File: src/hw/rtl/tsc_pkg.sv
// Shared types, constants and the CRC-8 step function for the scratchpad check unit.
`default_nettype none

package tsc_pkg;

   localparam int unsigned FRAME_BYTES_DEFAULT = 9;

   localparam logic [7:0] CRC_POLY = 8'h8C;

   localparam int unsigned RAW_W  = 16;
   localparam int unsigned FAHR_W = 17;

   // Frame summary handed from the frame tracker to the converter.
   typedef struct packed {
      logic                    crc_good;
      logic signed [RAW_W-1:0] raw_celsius;
   } frame_rsp_type;

   // One byte of the reflected CRC-8, least significant bit first.
   function automatic logic [7:0] crc8_byte(input logic [7:0] crc_cur,
                                            input logic [7:0] data);
      logic [7:0] crc;
      logic       fb;
      crc = crc_cur;
      for (int i = 0; i < 8; i++) begin
         fb  = crc[0] ^ data[i];
         crc = {1'b0, crc[7:1]};
         if (fb) begin
            crc = crc ^ CRC_POLY;
         end
      end
      return crc;
   endfunction

endpackage

`default_nettype wire

File: src/hw/rtl/tsc_frame.sv
// Input register, byte counting, CRC accumulation and temperature byte capture.
`default_nettype none

module tsc_frame #(
   parameter int unsigned FRAME_BYTES = tsc_pkg::FRAME_BYTES_DEFAULT
) (
   input  wire logic                  clock,
   input  wire logic                  reset,
   input  wire logic                  in_valid,
   output logic                       in_ready,
   input  wire logic [7:0]            in_byte,
   input  wire logic                  in_start,
   output logic                       frm_valid,
   input  wire logic                  frm_ready,
   output tsc_pkg::frame_rsp_type     frm_data
);

   localparam int unsigned CNT_W = $clog2(FRAME_BYTES);
   localparam logic [CNT_W-1:0] LAST_IDX = CNT_W'(FRAME_BYTES - 1);

   logic                   hold_valid_ff;
   logic [7:0]             hold_byte_ff;
   logic                   hold_start_ff;

   logic [7:0]             crc_ff,   crc_in;
   logic [CNT_W-1:0]       count_ff, count_in;
   logic [7:0]             temp_low_ff,  temp_low_in;
   logic [7:0]             temp_high_ff, temp_high_in;

   logic                   rsp_valid_ff, rsp_valid_in;
   tsc_pkg::frame_rsp_type rsp_ff, rsp_in;

   logic                   rsp_free;
   logic                   consume;
   logic [CNT_W-1:0]       idx;
   logic [7:0]             crc_next;
   logic                   last;

   assign rsp_free = !rsp_valid_ff || frm_ready;
   assign consume  = hold_valid_ff && rsp_free;
   assign in_ready = !hold_valid_ff || rsp_free;

   assign frm_valid = rsp_valid_ff;
   assign frm_data  = rsp_ff;

   always_comb begin
      idx          = hold_start_ff ? '0 : count_ff;
      crc_next     = tsc_pkg::crc8_byte(hold_start_ff ? 8'h00 : crc_ff, hold_byte_ff);
      last         = (idx == LAST_IDX);
      crc_in       = crc_ff;
      count_in     = count_ff;
      temp_low_in  = temp_low_ff;
      temp_high_in = temp_high_ff;
      rsp_valid_in = rsp_valid_ff && !frm_ready;
      rsp_in       = rsp_ff;
      if (consume) begin
         if (idx == CNT_W'(0)) begin
            temp_low_in = hold_byte_ff;
         end
         if (idx == CNT_W'(1)) begin
            temp_high_in = hold_byte_ff;
         end
         if (last) begin
            crc_in                = 8'h00;
            count_in              = '0;
            rsp_valid_in          = 1'b1;
            rsp_in.crc_good       = (crc_next == 8'h00);
            rsp_in.raw_celsius    = {temp_high_ff, temp_low_ff};
         end else begin
            crc_in   = crc_next;
            count_in = idx + CNT_W'(1);
         end
      end
   end

   always_ff @(posedge clock) begin
      if (reset) begin
         hold_valid_ff <= 1'b0;
         crc_ff        <= 8'h00;
         count_ff      <= '0;
         temp_low_ff   <= 8'h00;
         temp_high_ff  <= 8'h00;
         rsp_valid_ff  <= 1'b0;
      end else begin
         if (in_ready) begin
            hold_valid_ff <= in_valid;
         end
         crc_ff       <= crc_in;
         count_ff     <= count_in;
         temp_low_ff  <= temp_low_in;
         temp_high_ff <= temp_high_in;
         rsp_valid_ff <= rsp_valid_in;
      end
   end

   always_ff @(posedge clock) begin
      if (in_ready && in_valid) begin
         hold_byte_ff  <= in_byte;
         hold_start_ff <= in_start;
      end
      rsp_ff <= rsp_in;
   end

endmodule

`default_nettype wire

File: src/hw/rtl/tsc_convert.sv
// Celsius to Fahrenheit conversion and the result register.
`default_nettype none

module tsc_convert (
   input  wire logic                                clock,
   input  wire logic                                reset,
   input  wire logic                                frm_valid,
   output logic                                     frm_ready,
   input  wire tsc_pkg::frame_rsp_type              frm_data,
   output logic                                     out_valid,
   input  wire logic                                out_ready,
   output tsc_pkg::frame_rsp_type                   out_data,
   output logic signed [tsc_pkg::FAHR_W-1:0]        out_fahr
);

   // floor(m / 5) equals (m * RECIP5) >> DIV_SHIFT for every m below 2^22.
   localparam int unsigned PROD_W    = 20;
   localparam int unsigned DIV_SHIFT = 22;
   localparam logic [19:0] RECIP5    = 20'd838861;
   localparam logic [19:0] BIAS      = 20'd327680;
   localparam logic [17:0] OFFSET    = 18'd65024;

   logic                       valid_ff;
   tsc_pkg::frame_rsp_type     data_ff;
   logic signed [16:0]         fahr_ff, fahr_in;

   logic [PROD_W-1:0]          times9;
   logic [PROD_W-1:0]          biased;
   logic [2*PROD_W-1:0]        product;
   logic [17:0]                quot;

   assign frm_ready = !valid_ff || out_ready;
   assign out_valid = valid_ff;
   assign out_data  = data_ff;
   assign out_fahr  = fahr_ff;

   always_comb begin
      times9  = {{4{frm_data.raw_celsius[15]}}, frm_data.raw_celsius}
              + {frm_data.raw_celsius[15], frm_data.raw_celsius, 3'b000};
      biased  = times9 + BIAS;
      product = biased * RECIP5;
      quot    = product[DIV_SHIFT +: 18];
      if (frm_data.crc_good) begin
         fahr_in = 17'(quot - OFFSET);
      end else begin
         fahr_in = '0;
      end
   end

   always_ff @(posedge clock) begin
      if (reset) begin
         valid_ff <= 1'b0;
      end else if (frm_ready) begin
         valid_ff <= frm_valid;
      end
   end

   always_ff @(posedge clock) begin
      if (frm_ready && frm_valid) begin
         data_ff <= frm_data;
         fahr_ff <= fahr_in;
      end
   end

endmodule

`default_nettype wire

File: src/hw/rtl/temp_sensor_scratchpad_check_unit.sv
// Top level of the one-wire temperature sensor scratchpad check unit.
`default_nettype none

// Takes one scratchpad byte per transaction and, on the last byte of each
// FRAME_BYTES-byte frame, returns one transaction with the CRC-8 status, the
// raw temperature and the temperature in sixteenths of a degree Fahrenheit.
// A new byte is accepted in every cycle unless rsp_tready holds results back;
// the last byte of a frame passes from the input register through the frame
// register and, after the reciprocal multiplier, the result register.
// Bytes that end no frame produce no result transaction.
module temp_sensor_scratchpad_check_unit #(
   parameter int unsigned FRAME_BYTES = tsc_pkg::FRAME_BYTES_DEFAULT
) (
   input  wire logic        clock,
   input  wire logic        reset,
   input  wire logic        req_tvalid,
   output logic             req_tready,
   input  wire logic [7:0]  req_tdata,   // [7:0] rx_byte
   input  wire logic        req_tuser,   // [0] frame_start
   output logic             rsp_tvalid,
   input  wire logic        rsp_tready,
   output logic [39:0]      rsp_tdata,   // [15:0] raw_celsius, [32:16] fahrenheit_sixteenths
   output logic             rsp_tuser    // [0] crc_good
);

   logic                               frm_valid;
   logic                               frm_ready;
   tsc_pkg::frame_rsp_type             frm_data;
   tsc_pkg::frame_rsp_type             out_data;
   logic signed [tsc_pkg::FAHR_W-1:0]  out_fahr;

   tsc_frame #(
      .FRAME_BYTES (FRAME_BYTES)
   ) u_frame (
      .clock     (clock),
      .reset     (reset),
      .in_valid  (req_tvalid),
      .in_ready  (req_tready),
      .in_byte   (req_tdata),
      .in_start  (req_tuser),
      .frm_valid (frm_valid),
      .frm_ready (frm_ready),
      .frm_data  (frm_data)
   );

   tsc_convert u_convert (
      .clock     (clock),
      .reset     (reset),
      .frm_valid (frm_valid),
      .frm_ready (frm_ready),
      .frm_data  (frm_data),
      .out_valid (rsp_tvalid),
      .out_ready (rsp_tready),
      .out_data  (out_data),
      .out_fahr  (out_fahr)
   );

   assign rsp_tdata = {7'b0000000, out_fahr, out_data.raw_celsius};
   assign rsp_tuser = out_data.crc_good;

endmodule

`default_nettype wire
File: config.mk
export PLATFORM = sky130hd
export DESIGN_NAME = temp_sensor_scratchpad_check_unit
export DESIGN_NICKNAME = d
export VERILOG_FILES = /design/src/hw/rtl/tsc_pkg.sv /design/src/hw/rtl/tsc_frame.sv /design/src/hw/rtl/tsc_convert.sv /design/src/hw/rtl/temp_sensor_scratchpad_check_unit.sv
export SDC_FILE = /design/constraint.sdc
export NUM_CORES = 1
export LEC_CHECK = 0
export BUFFER_PORTS_ARGS = -buffer_cell sky130_fd_sc_hd__buf_2
export CAP_MARGIN = 10
export CORE_UTILIZATION = 58
export DETAILED_ROUTE_END_ITERATION = 6
export PLACE_DENSITY_LB_ADDON = 0.25
export SYNTH_ARGS = -nofsm -noshare
export SYNTH_HDL_FRONTEND = slang
export SYNTH_SLANG_ARGS = --single-unit
File: constraint.sdc
create_clock -name clock -period 8.5 [get_ports clock]
set_input_delay 0.425 -clock clock [delete_from_list [all_inputs] [get_ports clock]]
set_output_delay 0.425 -clock clock [all_outputs]
set_load 0.005 [all_outputs]
# Word-level counts from Yosys, hierarchy flattened
# Index checks and enable logic that the tools add are counted.
# W data, S select, Z words.
# op_classes
add_sub_neg	4
n_mul	1
n_div	0
magnitude_cmp	0
eq_ne	2
shifts	0
n_mux	14
bitwise	16
n_reduce_logical	16
# ops
cell	count
$mux W8	10
$mul A20 B20 Y39 const B	1
$not A2 Y3	8
$add A16 B19 Y20	1
$add A20 B19 Y20 const B	1
$sub A17 B16 Y17 const B	1
$logic_not A8 Y1	1
$mux W4	2
$xor A1 B1 Y1	8
$reduce_and A2 Y1	3
$add A4 B1 Y4 const B	1
$eq A4 B1 Y1 const B	1
$eq A4 B4 Y1 const B	1
$logic_and A1 B1 Y1	4
$logic_not A1 Y1	4
$logic_not A4 Y1	1
$logic_or A1 B1 Y1	3
$mux W1	2
# totals
reg_bits	91
latch_bits	0
ramBits	0
romBits	0
inputBits	13
out_inout_bits	43
word_cells	67
n_memories	0

# Logic depth before layout (Yosys ltp)
# depth
word_depth	18
mapped_depth	39
mapped_depth_nobuf	38

# By module
# From an unflattened synthesis, not the netlist that was laid out.
# unflattened
hier_cells	1136
hier_area_um2	11781.3
# by_module_without_submodules
module	instances	cells_each	area_per_inst_um2	seq_area_each_um2
tsc_convert	1	929	9323.9	1041.0
tsc_frame	1	199	2401.1	1381.3
temp_sensor_scratchpad_check_unit	1	8	56.3	0.0

# Least setup slack after synthesis
# Ideal clock, no wire load.
# synth_path
path_type	reg2reg
startpoint	register u_frame.rsp_ff (netlist bit u_frame.frm_data[2])
endpoint	register u_convert.fahr_ff[15], in the netlist u_convert.out_fahr[15], data pin
setup_ns	0.255
arrival_time_ns	8.855
t_required_ns	8.245
path_slack_ns	-0.610
path_stages_with_launch	39
path_buffers	1
synth_period_minus_slack_ns	9.110
cell_sequence	edfxtp_1 > ha_1 > ha_1 > a21o_1 > a21oi_1 > o21bai_1 > a21oi_1 > o21bai_1 > a21oi_1 > o21ai_0 > a21bo_2 > a31oi_1 > o31ai_1 > xnor2_1 > ha_1 > ha_1 > fa_1 > inv_1 > [3 not listed] > inv_1 > fa_1 > inv_1 > ha_1 > ha_1 > buf_2 > and3_1 > o211ai_1 > a211o_1 > a31oi_1 > o21ai_1 > or3b_4 > ha_1 > nand3_1 > or3_1 > o221ai_1 > xor2_1 > and2_1
# synth_between
elab_chain_len	4
# synth_lines
element	line_no	rtl
start: declaration	tsc_frame.sv:31	tsc_pkg::frame_rsp_type rsp_ff, rsp_in;
start signal: assignment	tsc_frame.sv:101	rsp_ff <= rsp_in;
$add A16 B19 Y20	tsc_convert.sv:39	+ {frm_data.raw_celsius[15], frm_data.raw_celsius, 3'b000};
$add A20 B19 Y20	tsc_convert.sv:40	biased = times9 + BIAS;
$mul A20 B20 Y39	tsc_convert.sv:41	product = biased * RECIP5;
$sub A17 B16 Y17	tsc_convert.sv:44	fahr_in = 17'(quot - OFFSET);
end signal: assignment	tsc_convert.sv:61	fahr_ff <= fahr_in;
end: declaration	tsc_convert.sv:25	logic signed [16:0] fahr_ff, fahr_in;
# No other way between the ends.
# A chain may end at the register's enable or synchronous reset.

# Worst setup path after layout
# layout_path
startpoint	register u_frame.rsp_ff (netlist bit u_frame.frm_data[1])
endpoint	register u_convert.fahr_ff[16], in the netlist u_convert.out_fahr[16], data pin
# The elaborated chain is that of the path after synthesis.

==> flow_metrics.tcl <==
set metrics [dict create \
    status "complete, but fails checks" \
    failed_checks "negative setup slack" \
    slew_viol_final 0 \
    startpoint "u_frame.frm_data[1]$_DFFE_PP_" \
    core_area_um2 19700 \
    whs_path_depth 1 \
    ant_nets 0 \
    cts_root_buffer "clkbuf_16" \
    clkTransAtPathRegs_ns 0.07 \
    r2r-end "u_convert.out_fahr[16]$_SDFFCE_PN0P_" \
    worstMarginPinSlew_ns 1.02 \
    slowest_stage "fa_2" \
    switching_power_mw 0.242 \
    worst_slack_ns -0.414 \
    crit_type "flop to flop" \
    antenna_cells 0 \
    synthFlopType "edfxtp_1" \
    max-cap-violations 0 \
    antenna_found_initial 0 \
    setup_viol 6 \
    start_kind "flop" \
    initial_core_util_pct 59.9 \
    gp_congestion 0.946 \
    grt_pass1_wl_um 46700 \
    hp-class "primary input to flop" \
    power_density_nw_per_um2 66.9 \
    core.rowCount 51 \
    rsz0062_at_grt "true" \
    hold_viol 0 \
    hold_buffers 0 \
    post-route-util_pct 75.7 \
    grt_max_degree 35 \
    clock_path_buffers 2 \
    ys_ff_latch 91 \
    p_total_mw 0.995 \
    hold_slack_ns 0.247 \
    layout.nets 1732 \
    synth.distinct_cells 66 \
    finalCriticalPeriod_ns 8.91 \
    seq_power_share_pct 50.0 \
    cts_sinks 91 \
    wl_per_cell_um 18.0 \
    pwr-share-clk_pct 40.0 \
    grt_overflow 0 \
    drtIter0Drc 514 \
    rrSetupSlack_ns -0.41 \
    ir_drop_v 0.000150 \
    drive_gt1_share_pct 28.5 \
    syn_inst 1132 \
    vias_per_cell 5.41 \
    end_kind "flop" \
    die_area_um2 20900 \
    avgSynthCellArea_um2 10.4 \
    synthToLayoutAreaGrowth_pct 26.2 \
    worstHoldStart "req_tdata[2]" \
    die_w_um 145 \
    comb_power_share_pct 10.0 \
    drt-total-wl_um 29200 \
    fillers 1306 \
    fmax_mhz 112 \
    period_share_pct 105 \
    clock_latency_ns 0.35 \
    p_int_mw 0.752 \
    drc 0 \
    dr.pass1.iters 5 \
    min_to "u_frame.hold_byte_ff[2]$_DFFE_PP_" \
    r2r_cells 35 \
    vias 8785 \
    yosysWarnings 0 \
    synth_edf_count 60 \
    yosysSeqAreaShare_pct 20.6 \
    multi_input_area_um2 9220 \
    ioPinCount 56 \
    synthesis.area_um2 11800 \
    cts.htree.levels 3 \
    io_buffers 48 \
    slew_headroom_pct 31.6 \
    dp_hpwl_um 23100 \
    cts_buffers 9 \
    cp.required_ns 8.60 \
    reg2reg_from "u_frame.frm_data[1]$_DFFE_PP_" \
    leakage_nw 7.41 \
    final.setup_skew_ns 0.0132 \
    crit_path_max_fanout 4 \
    tritoncts "yes" \
    slowest_delay_ns 0.61 \
    arrival_ns 9.02 \
    die_h_um 145 \
    grt_use_total_pct 29.8 \
    swShare_pct 24.4 \
    async_flop_share_pct 0 \
    seqCellArea_um2 2420 \
    grt_pass1_vias 9245 \
]
through the flow:
stage / std cells / setup WS (ns) / cell area (um^2) / TNS (ns)
after floorplan: 1138 / 0.00665 / 12000 / 0
after global placement: 1570 / -0.374 / 13500 / -1.15
after detailed placement: 1570 / -0.548 / 13500 / -1.65
after CTS: 1606 / -0.226 / 14500 / -0.826
after global routing: 1623 / -0.599 / 14900 / -3.34
final: 1623 / -0.414 / 14900 / -1.52
synth_stat cells, drive strengths merged (2+ instances only):
library cell	count	area share (%)
fa	141	24
a211oi	3	0.23
mux2i	16	1.4
o21ai	18	0.76
o31a	2	0.15
a22oi	9	0.62
nand2b	8	0.49
a2111oi	3	0.54
o21ba	2	0.17
o221ai	2	0.15
nor3b	4	0.25
nor4	6	0.55
o21a	5	0.32
buf	9	0.53
nor3	7	0.34
nand4	4	0.21
a211o	2	0.15
and3	6	0.36
edfxtp	60	15
o21bai	8	0.51
ha	225	24
o211ai	4	0.25
inv	270	8.6
and2	12	0.64
clkbuf	8	0.25
dfxtp	31	5.3
nor2b	12	0.64
xor2	16	1.2
nand3	16	0.72
or3	6	0.32
nand2	28	0.91
a21oi	43	1.9
or2	3	0.16
o311a	2	0.17
nor4bb	2	0.17
o31ai	3	0.19
a31oi	7	0.37
xnor2	49	3.8
nor2	53	1.7
a21o	16	1.0
area by class of cell:
class | count | share of cell area [%]
Clock buffer | 11 | 1.72
Clock inverter | 5 | 0.303
Inverter | 270 | 6.81
Multi-Input combinational cell | 760 | 62.0
Sequential cell | 91 | 16.3
Tap cell | 265 | 2.23
Timing Repair Buffer | 221 | 10.6
cells in the final DEF (no fill, tap or decap), drive strengths merged, types with 12 or more instances in the layout:
cell type	n
edfxtp	60
a21oi	43
nand2	28
nor2	53
dfxtp	31
nand3	16
and2	12
inv	272
xnor2	49
a21o	16
buf	221
ha	225
o21ai	18
xor2	16
nor2b	12
fa	141
mux2i	16
how the worst max path moves through the flow:
stage | end | slack [ns] | cells past startpoint
6_report | u_convert.out_fahr[16]$_SDFFCE_PN0P_ | -0.41 | 35
5_1_grt | u_convert.out_fahr[15]$_SDFFCE_PN0P_ | -0.60 | 37
4_1_cts | u_convert.out_fahr[16]$_SDFFCE_PN0P_ | -0.23 | 39
3_5_place_dp | u_convert.out_fahr[16]$_SDFFCE_PN0P_ | -0.55 | 36
3_3_place_gp | u_convert.out_fahr[16]$_SDFFCE_PN0P_ | -0.37 | 36
2_1_floorplan | u_convert.out_fahr[16]$_SDFFCE_PN0P_ | 0.007 | 36
cells by family (layout without fill, tap and decap cells):
logic type | Yosys count | in the layout | synth area share [%]
AND/OR/NAND/NOR | 169 | 169 | 7.64
XOR/XNOR | 65 | 65 | 4.96
other | 1 | 7 | 0.0318
adder cells (fa/ha/maj) | 366 | 366 | 47.9
AO/OA/AOI/OAI | 137 | 137 | 8.20
flip-flops | 91 | 91 | 20.6
multiplexers | 16 | 16 | 1.36
buffers and inverters | 287 | 507 | 9.39
worst max-delay path, delay by kind of cell, from the launching register on:
| kind | cells | cell delay [ns] |
|---|---|---|
| buf+inv | 2 | 0.33 |
| simple gates | 4 | 0.94 |
| xor+xnor | 1 | 0.25 |
| compound gates | 17 | 2.74 |
| flops | 1 | 0.41 |
| fa+ha+maj | 11 | 3.94 |
timing repair:
action / 4_1_cts / 5_1_grt
buffers inserted: 22 / 19
gates resized for setup: 77 / 61
pin swaps: 48 / 69
endpoints found under the setup margin: 6 / 10
cloned: 0 / 0
layer usage:
metal | wire, um | global-route usage [%] | vias up | share of wire, %
li1 | - | - | 4125 | -
met1 | 12700 | 40.2 | 4291 | 43
met2 | 13500 | 48.1 | 290 | 46
met3 | 1910 | 5.36 | 79 | 6.5
met4 | 1110 | 10.8 | 0 | 3.8
met5 | 0 | 0 | - | 0
power groups by stage:
stage                     clock [mW]  sequential [mW]  combinational (mW)
final                          0.398            0.498              0.0994
after CTS                      0.404            0.497               0.100
after global routing           0.417            0.499               0.109
after global placement             0            0.507              0.0966
after floorplan                    0            0.500              0.0889
after detailed placement           0            0.507              0.0984
state kept, by name, summed over array words and instances (netlist names), 4 cells and up:
name                  cells
u_convert.out_data       17
u_convert.out_fahr       17
u_frame.frm_data         17
u_frame.crc_ff            8
u_frame.hold_byte_ff      8
u_frame.temp_high_ff      8
u_frame.temp_low_ff       8
u_frame.count_ff          4
Power figures use the tool's default switching activity.
